`src/design/lcdseq_pkg.sv`:
```
// ----------------------------------------------------------------------------
// lcdseq_pkg
// Types, constants and the start-up nibble table for the LCD nibble sequencer.
// ----------------------------------------------------------------------------
package lcdseq_pkg;

  localparam int unsigned SampleWidth = 12;
  localparam int unsigned StartupLen  = 38;
  localparam int unsigned ScaleCenti  = 330;
  localparam int unsigned IdxWidth    = 6;
  localparam int unsigned SeqDepth    = 8;
  localparam logic [7:0]  CursorReset = 8'h8B;
  localparam logic [7:0]  ShortCmdA   = 8'h30;
  localparam logic [7:0]  ShortCmdB   = 8'h20;
  localparam logic [3:0]  DigitHigh   = 4'h3;

  localparam logic KindStartup = 1'b0;
  localparam logic KindSample  = 1'b1;

  typedef struct packed {
    logic                   kind;
    logic [SampleWidth-1:0] sample;
  } in_t;

  typedef struct packed {
    logic [3:0] nibble;
    logic       register_select;
    logic       last;
  } out_t;

  typedef enum logic [1:0] {
    ST_IDLE,
    ST_DIGITS,
    ST_EMIT
  } state_e;

  typedef struct packed {
    logic load;
    logic build;
    logic emit;
  } ctrl_cmd_t;

  typedef struct packed {
    logic last_step;
    logic out_free;
  } dp_status_t;

  // Returns {register_select, nibble} for one step of the start-up sequence.
  function automatic logic [4:0] startup_entry(logic [IdxWidth-1:0] idx);
    logic [4:0] e;
    case (idx)
      6'd0:    e = {1'b0, 4'h3};
      6'd1:    e = {1'b0, 4'h3};
      6'd2:    e = {1'b0, 4'h3};
      6'd3:    e = {1'b0, 4'h2};
      6'd4:    e = {1'b0, 4'h2};
      6'd5:    e = {1'b0, 4'h8};
      6'd6:    e = {1'b0, 4'h0};
      6'd7:    e = {1'b0, 4'hC};
      6'd8:    e = {1'b0, 4'h0};
      6'd9:    e = {1'b0, 4'h1};
      6'd10:   e = {1'b0, 4'h8};
      6'd11:   e = {1'b0, 4'h0};
      6'd12:   e = {1'b0, 4'h0};
      6'd13:   e = {1'b0, 4'h6};
      6'd14:   e = {1'b0, 4'h8};
      6'd15:   e = {1'b0, 4'h0};
      6'd16:   e = {1'b1, 4'h4};
      6'd17:   e = {1'b1, 4'h2};
      6'd18:   e = {1'b1, 4'h6};
      6'd19:   e = {1'b1, 4'hF};
      6'd20:   e = {1'b1, 4'h6};
      6'd21:   e = {1'b1, 4'h4};
      6'd22:   e = {1'b1, 4'h7};
      6'd23:   e = {1'b1, 4'h9};
      6'd24:   e = {1'b1, 4'h2};
      6'd25:   e = {1'b1, 4'h0};
      6'd26:   e = {1'b1, 4'h5};
      6'd27:   e = {1'b1, 4'h4};
      6'd28:   e = {1'b1, 4'h6};
      6'd29:   e = {1'b1, 4'h5};
      6'd30:   e = {1'b1, 4'h6};
      6'd31:   e = {1'b1, 4'hD};
      6'd32:   e = {1'b1, 4'h7};
      6'd33:   e = {1'b1, 4'h0};
      6'd34:   e = {1'b1, 4'h3};
      6'd35:   e = {1'b1, 4'hA};
      6'd36:   e = {1'b1, 4'h2};
      6'd37:   e = {1'b1, 4'h0};
      default: e = 5'h00;
    endcase
    return e;
  endfunction

endpackage

```
`src/design/lcdseq_ctrl.sv`:
```
// ----------------------------------------------------------------------------
// lcdseq_ctrl
// Controller state machine: takes items, orders digit build and nibble emission.
// ----------------------------------------------------------------------------
module lcdseq_ctrl (
  input  logic                   clk_i,
  input  logic                   rst_ni,
  input  logic                   in_valid_i,
  input  logic                   in_kind_i,
  input  lcdseq_pkg::dp_status_t status_i,
  output logic                   in_ready_o,
  output lcdseq_pkg::ctrl_cmd_t  cmd_o
);

  lcdseq_pkg::state_e state_q, state_d;

  always_ff @(posedge clk_i or negedge rst_ni) begin
    if (!rst_ni) begin
      state_q <= lcdseq_pkg::ST_IDLE;
    end else begin
      state_q <= state_d;
    end
  end

  always_comb begin
    state_d = state_q;
    case (state_q)
      lcdseq_pkg::ST_IDLE: begin
        if (in_valid_i) begin
          state_d = (in_kind_i == lcdseq_pkg::KindSample) ? lcdseq_pkg::ST_DIGITS
                                                          : lcdseq_pkg::ST_EMIT;
        end
      end
      lcdseq_pkg::ST_DIGITS: begin
        state_d = lcdseq_pkg::ST_EMIT;
      end
      lcdseq_pkg::ST_EMIT: begin
        if (status_i.out_free && status_i.last_step) begin
          state_d = lcdseq_pkg::ST_IDLE;
        end
      end
      default: begin
        state_d = lcdseq_pkg::ST_IDLE;
      end
    endcase
  end

  always_comb begin
    in_ready_o  = 1'b0;
    cmd_o       = '0;
    case (state_q)
      lcdseq_pkg::ST_IDLE: begin
        in_ready_o = 1'b1;
        cmd_o.load = in_valid_i;
      end
      lcdseq_pkg::ST_DIGITS: begin
        cmd_o.build = 1'b1;
      end
      lcdseq_pkg::ST_EMIT: begin
        cmd_o.emit = status_i.out_free;
      end
      default: begin
        in_ready_o = 1'b0;
      end
    endcase
  end

  a_load_only_idle: assert property (@(posedge clk_i) disable iff (!rst_ni)
    cmd_o.load |=> (state_q == lcdseq_pkg::ST_DIGITS || state_q == lcdseq_pkg::ST_EMIT))
    else $error("load did not leave idle");

  a_build_then_emit: assert property (@(posedge clk_i) disable iff (!rst_ni)
    cmd_o.build |=> state_q == lcdseq_pkg::ST_EMIT)
    else $error("digit build not followed by emission");

endmodule

```
`src/design/lcdseq_dp.sv`:
```
// ----------------------------------------------------------------------------
// lcdseq_dp
// Datapath: sample scaling, decimal digits, nibble sequence and output register.
// ----------------------------------------------------------------------------
module lcdseq_dp (
  input  logic                   clk_i,
  input  logic                   rst_ni,
  input  lcdseq_pkg::in_t        in_data_i,
  input  logic                   cfg_valid_i,
  input  logic [7:0]             cfg_data_i,
  input  logic                   out_ready_i,
  input  lcdseq_pkg::ctrl_cmd_t  cmd_i,
  output lcdseq_pkg::dp_status_t status_o,
  output logic                   out_valid_o,
  output lcdseq_pkg::out_t       out_data_o
);

  localparam int unsigned Sw     = lcdseq_pkg::SampleWidth;
  localparam int unsigned Pw     = Sw + 9;
  localparam int unsigned Iw     = lcdseq_pkg::IdxWidth;

  logic [7:0]      cursor_q;
  logic            kind_q;
  logic [8:0]      value_q;
  logic [Iw-1:0]   idx_q;
  logic [Iw-1:0]   len_q;
  logic [1:0]      base_q;
  logic [3:0]      seq_q [lcdseq_pkg::SeqDepth];
  logic            out_valid_q;
  lcdseq_pkg::out_t out_q;

  logic [Pw-1:0]   product;
  logic [1:0]      hundreds;
  logic [8:0]      hund_sub;
  logic [6:0]      rem;
  logic [13:0]     tens_prod;
  logic [3:0]      tens;
  logic [3:0]      ones;
  logic [1:0]      num_dig;
  logic [1:0]      base;
  logic            short_cmd;
  logic [3:0]      dig_nib [6];
  logic [3:0]      seq_d [lcdseq_pkg::SeqDepth];
  logic [3:0]      pos;
  logic [2:0]      offset;
  logic [4:0]      rom_entry;
  lcdseq_pkg::out_t emit_data;
  logic            last_step;

  assign product = Pw'(in_data_i.sample) * Pw'(lcdseq_pkg::ScaleCenti);

  always_comb begin
    if (value_q >= 9'd300) begin
      hundreds = 2'd3;
      hund_sub = 9'd300;
    end else if (value_q >= 9'd200) begin
      hundreds = 2'd2;
      hund_sub = 9'd200;
    end else if (value_q >= 9'd100) begin
      hundreds = 2'd1;
      hund_sub = 9'd100;
    end else begin
      hundreds = 2'd0;
      hund_sub = 9'd0;
    end
    rem       = 7'(value_q - hund_sub);
    tens_prod = 14'(rem) * 14'd103;
    tens      = tens_prod[13:10];
    ones      = 4'(rem - 7'(tens) * 7'd10);
    if (value_q >= 9'd100) begin
      num_dig = 2'd3;
    end else if (value_q >= 9'd10) begin
      num_dig = 2'd2;
    end else begin
      num_dig = 2'd1;
    end
  end

  always_comb begin
    short_cmd  = (cursor_q == lcdseq_pkg::ShortCmdA) || (cursor_q == lcdseq_pkg::ShortCmdB);
    base       = short_cmd ? 2'd1 : 2'd2;
    offset     = 3'd6 - {num_dig, 1'b0};
    dig_nib[0] = lcdseq_pkg::DigitHigh;
    dig_nib[1] = {2'b00, hundreds};
    dig_nib[2] = lcdseq_pkg::DigitHigh;
    dig_nib[3] = tens;
    dig_nib[4] = lcdseq_pkg::DigitHigh;
    dig_nib[5] = ones;
    for (int i = 0; i < lcdseq_pkg::SeqDepth; i++) begin
      pos = 4'(i) - 4'(base) + 4'(offset);
      if (4'(i) == 4'd0) begin
        seq_d[i] = cursor_q[7:4];
      end else if (4'(i) < 4'(base)) begin
        seq_d[i] = cursor_q[3:0];
      end else if (pos < 4'd6) begin
        seq_d[i] = dig_nib[pos[2:0]];
      end else begin
        seq_d[i] = 4'h0;
      end
    end
  end

  always_comb begin
    rom_entry = lcdseq_pkg::startup_entry(idx_q);
    last_step = (idx_q == len_q - Iw'(1));
    if (kind_q == lcdseq_pkg::KindSample) begin
      emit_data.nibble          = seq_q[idx_q[2:0]];
      emit_data.register_select = (idx_q >= Iw'(base_q));
    end else begin
      emit_data.nibble          = rom_entry[3:0];
      emit_data.register_select = rom_entry[4];
    end
    emit_data.last = last_step;
  end

  always_ff @(posedge clk_i or negedge rst_ni) begin
    if (!rst_ni) begin
      cursor_q    <= lcdseq_pkg::CursorReset;
      out_valid_q <= 1'b0;
      kind_q      <= lcdseq_pkg::KindStartup;
      idx_q       <= '0;
      len_q       <= '0;
      base_q      <= '0;
    end else begin
      if (cfg_valid_i) begin
        cursor_q <= cfg_data_i;
      end
      if (cmd_i.emit) begin
        out_valid_q <= 1'b1;
      end else if (out_ready_i) begin
        out_valid_q <= 1'b0;
      end
      if (cmd_i.load) begin
        kind_q <= in_data_i.kind;
        idx_q  <= '0;
        len_q  <= Iw'(lcdseq_pkg::StartupLen);
      end else if (cmd_i.build) begin
        len_q  <= Iw'(base) + Iw'({num_dig, 1'b0});
        base_q <= base;
      end else if (cmd_i.emit && !last_step) begin
        idx_q <= idx_q + Iw'(1);
      end
    end
  end

  always_ff @(posedge clk_i) begin
    if (cmd_i.load) begin
      value_q <= 9'(product >> Sw);
    end
    if (cmd_i.build) begin
      seq_q <= seq_d;
    end
    if (cmd_i.emit) begin
      out_q <= emit_data;
    end
  end

  assign status_o.last_step = last_step;
  assign status_o.out_free  = !out_valid_q || out_ready_i;
  assign out_valid_o        = out_valid_q;
  assign out_data_o         = out_q;

  a_last_marked: assert property (@(posedge clk_i) disable iff (!rst_ni)
    cmd_i.emit && last_step |=> out_valid_q && out_q.last)
    else $error("final nibble not marked last");

  a_sample_len: assert property (@(posedge clk_i) disable iff (!rst_ni)
    cmd_i.build |=> (len_q >= Iw'(3) && len_q <= Iw'(lcdseq_pkg::SeqDepth)))
    else $error("sample burst length out of range");

  a_idx_in_range: assert property (@(posedge clk_i) disable iff (!rst_ni)
    cmd_i.emit |-> idx_q < len_q)
    else $error("step index beyond burst length");

endmodule

```
`src/design/lcd_nibble_display_sequencer.sv`:
```
// ----------------------------------------------------------------------------
// lcd_nibble_display_sequencer
// Turns start-up and sample items into 4-bit character-LCD nibble transfers.
// ----------------------------------------------------------------------------
// Channel  Direction  Handshake          Payload
// in       input      in_valid/ready     lcdseq_pkg::in_t (kind, sample)
// out      output     out_valid/ready    lcdseq_pkg::out_t (nibble, rs, last)
// cfg      input      cfg_valid/ready    8-bit cursor command
//
// A start-up item is loaded from idle and then emits 38 nibbles, one per cycle while the output is not stalled.
// A sample item is scaled on load, then has its digits built, and then emits 3 to 8 nibbles.
// The single output register limits emission to one nibble per cycle.
// Reset returns the controller to idle and sets the cursor command to 0x8B.
// A stalled output holds the sequencer; the next item is taken once the last
// nibble of the current item sits in the output register.
// ----------------------------------------------------------------------------
module lcd_nibble_display_sequencer (
  input  logic             clk_i,
  input  logic             rst_ni,
  input  logic             in_valid_i,
  output logic             in_ready_o,
  input  lcdseq_pkg::in_t  in_data_i,
  output logic             out_valid_o,
  input  logic             out_ready_i,
  output lcdseq_pkg::out_t out_data_o,
  input  logic             cfg_valid_i,
  output logic             cfg_ready_o,
  input  logic [7:0]       cfg_data_i
);

  lcdseq_pkg::ctrl_cmd_t  cmd;
  lcdseq_pkg::dp_status_t status;

  assign cfg_ready_o = 1'b1;

  lcdseq_ctrl u_ctrl (
    .clk_i      (clk_i),
    .rst_ni     (rst_ni),
    .in_valid_i (in_valid_i),
    .in_kind_i  (in_data_i.kind),
    .status_i   (status),
    .in_ready_o (in_ready_o),
    .cmd_o      (cmd)
  );

  lcdseq_dp u_dp (
    .clk_i       (clk_i),
    .rst_ni      (rst_ni),
    .in_data_i   (in_data_i),
    .cfg_valid_i (cfg_valid_i),
    .cfg_data_i  (cfg_data_i),
    .out_ready_i (out_ready_i),
    .cmd_i       (cmd),
    .status_o    (status),
    .out_valid_o (out_valid_o),
    .out_data_o  (out_data_o)
  );

endmodule
```
`config.mk`:
```
export PLATFORM = sky130hd
export DESIGN_NAME = lcd_nibble_display_sequencer
export DESIGN_NICKNAME = d
export VERILOG_FILES = /design/src/design/lcdseq_pkg.sv /design/src/design/lcdseq_ctrl.sv /design/src/design/lcdseq_dp.sv /design/src/design/lcd_nibble_display_sequencer.sv
export SDC_FILE = /design/constraint.sdc
export NUM_CORES = 1
export LEC_CHECK = 0
export ABC_AREA = 0
export BUFFER_PORTS_ARGS = -buffer_cell sky130_fd_sc_hd__buf_2
export CORE_ASPECT_RATIO = 1.5
export CORE_MARGIN = 2
export CORE_UTILIZATION = 30
export CTS_CLUSTER_SIZE = 10
export DETAILED_ROUTE_END_ITERATION = 8
export PLACE_DENSITY_LB_ADDON = 0.3
export SLEW_MARGIN = 15
export SYNTH_ARGS = -nofsm -noshare
export SYNTH_HDL_FRONTEND = slang
export SYNTH_SLANG_ARGS = --single-unit
```
`constraint.sdc`:
```
create_clock -name clk_i -period 10.58 [get_ports clk_i]
set_input_delay 0.529 -clock clk_i [delete_from_list [all_inputs] [get_ports clk_i]]
set_output_delay 0.529 -clock clk_i [all_outputs]
set_load 0.005 [all_outputs]
```
==> flow_summary.ini <==
[clocking]
cts.repair.resized = 0
h-tree-depth = 3
cts.path.max_buffers = 2
cts_tree = done
hold_buffers = 0
clk_pin_slew_ns = 0.06
clkLatencyLatePin_ns = 0.33
cts_sinks = 72
postCtsSetupRepairBufs = 0
clockRootBuffer = clkbuf_16
cts_buffers = 9

[layout]
syn_to_final_growth_pct = 9.80
n_antenna_cell = 0
layout-drive-gt1-share = 0.126
fin_nets = 838
final_util = 0.335
fin_area_um2 = 7280

[synth]
async_flop_share = 0.347
syn_inst = 662
synth-seq-cells = 72
synth_fp_nets = 823
synth_edf_count = 47
yosysWarnings = 0
ys_types = 63
postSynthAreaPerCell_um2 = 10.0
syn_area_um2 = 6630
synth_top_flop_cell = edfxtp_1
seq_area_frac_synth = 0.308

[placed_design]
globalplace.congestion = 0.899
placed_area_um2 = 7000
hpwl_mm = 11.4
io_buffers = 33

[global_routing]
grt_max_degree = 38
grt_overflow_total = 0
antenna_found_initial = 0
grt.total_usage = 0.126
grt_pass1_vias = 4822
grt_pass1_wl_mm = 23.6

[worst_setup_path]
path_max_fanout = 9
cpMaxStageDelayCell = edfxtp_1
worstPathRequired_ns = 10.72
rr_startpoint = u_dp.value_q[4]
start_kind = register
cp.arrival_ns = 8.22
crit_type = reg -> reg
end_kind = register
startpoint = u_dp.value_q[4]
crit_top_cell = ha_1
critical-path-max-stage-delay_ns = 0.48

[detailed_routing]
ant_nets = 0
vias = 4822
drc = 0
routedWlPerCell_um = 14.8
wirelength_mm = 14.1
via_per_inst = 5.05
drt-initial-drc-count = 242
firstDrtPassIters = 5

[power_and_ir_drop]
vdd_drop_max_uv = 169
power_frac_clock = 0.146
swShare = 0.455
power_uw = 1890
pwr_density_cell_nw_per_um2 = 259
p_int_uw = 1030
power_leakage_uw = 0.00335
p_sw_uw = 858
p_comb_frac = 0.617
seqPwrFrac = 0.236

[timing]
holdWs_ns = 0.209
tightest_slew_ns = 0.887
relSlewSlack = 0.394
skew_ns = 0.00811
period_share = 0.763
fmax_mhz = 124
fin_crit_ns = 8.08
grt_setup_unrepaired = false
tns_ns = 0
hold_viol = 0
maxSlewViolCount = 0
setup_viol = 0

[min_path]
worstHoldPathType = in -> async

[floorplanning]
die_y_um = 186
start_util = 0.305
dieArea_um2 = 23300
core_area_um2 = 21700
io_pins = 35
rows = 66
die_w_um = 125

[run_status]
status = finished, final reports clean

[run]
maxCapViolCount = 0
==> cells by family (layout without fill, tap and decap cells) <==
logic type      Yosys count  after routing  share of synthesized area
other cells               1              1                   0.000566
fa+ha+maj               135            135                      0.283
mux                      26             26                     0.0596
simple gates            147            147                      0.108
xor+xnor                 27             27                     0.0357
compound gates          127            127                      0.129
flops                    72             72                      0.308
buf+inv                 127            147                     0.0759
==> critical path, delay by kind of cell (launching register included) <==
family	cells	cell delay, ns
fa+ha+maj	9	2.95
flops	1	0.48
buf+inv	4	0.21
simple gates	4	0.90
compound gates	7	1.81
xor+xnor	5	1.50
==> layer usage <==
layer  vias up  part of all wire  track usage  wire [um]
met5         -                 0            0          0
met3        38             0.023       0.0144        327
li1       2377                 -            -          -
met1      2295              0.38        0.130       5320
met4         0             0.048       0.0724        683
met2       112              0.55        0.244       7770
==> final cells by class <==
type	instances	area, um^2
Sequential cell	72	2040
Timing Repair Buffer	34	173
Fill cell	2225	14400
Multi-Input combinational cell	463	4080
Clock inverter	5	32.5
Clock buffer	11	243
Tap cell	272	340
Inverter	97	364
==> synth_stat cells (11+ instances only) <==
library cell,n,share of area
a21oi_1,29,0.022
ha_1,110,0.21
fa_1,25,0.076
xnor2_1,15,0.020
a211oi_1,11,0.012
edfxtp_1,47,0.21
nor3_1,16,0.012
nor2_1,34,0.019
nand2_1,40,0.023
clkbuf_1,19,0.011
inv_1,94,0.053
dfrtp_1,21,0.079
a31oi_1,12,0.011
o21ai_0,20,0.015
nand3_1,15,0.011
xor2_1,12,0.016
==> power by group through the flow <==
stage          clock (uW)  sequential, uW  combinational [uW]
2_1_floorplan           0             395                 935
5_1_grt               297             456                1310
4_1_cts               284             448                1170
3_3_place_gp            0             454                1160
6_report              276             446                1160
3_5_place_dp            0             454                1160
==> state kept, by name (all words and copies together), names as in the netlist, 2 cells and up <==
signal,count
u_dp.seq_q,32
u_dp.value_q,9
u_dp.cursor_q,8
u_dp.idx_q,6
u_dp.out_data_o,6
u_dp.len_q,5
u_ctrl.state_q,2
u_dp.base_q,2
==> path summary, 6_finish.rpt <==
check / cells after the start / to / slack [ns]
worst max-delay path: 29 / u_dp.seq_q[11] / 2.50
worst min-delay path: 1 / u_dp.cursor_q[6] / 0.21
worst max register to register: 29 / u_dp.seq_q[11] / 2.50
worst min register to register: 0 / u_dp.seq_q[28] / 0.44
max in group asynchronous: 1 / u_dp.len_q[3] / 9.96
min in group clk_i: 2 / u_dp.cursor_q[7] / 0.43
==> cell usage in the layout, fill, tap and decap left out, drive strengths merged, types with 15 or more instances in the layout <==
cell type    n
ha         110
nand3       15
a21oi       30
dfrtp       21
o21ai       29
nand2       40
buf         34
edfxtp      47
xnor2       15
nor2        34
fa          25
nor3        16
inv         97
==> per-stage QoR <==
stage | worst slack [ns] | std cells
after floorplan | 3.30 | 662
after global placement | 2.71 | 938
after detailed placement | 2.57 | 938
after CTS | 2.53 | 954
after global routing | 2.01 | 954
final | 2.50 | 954
No activity file was read; power rests on OpenSTA's default activity.
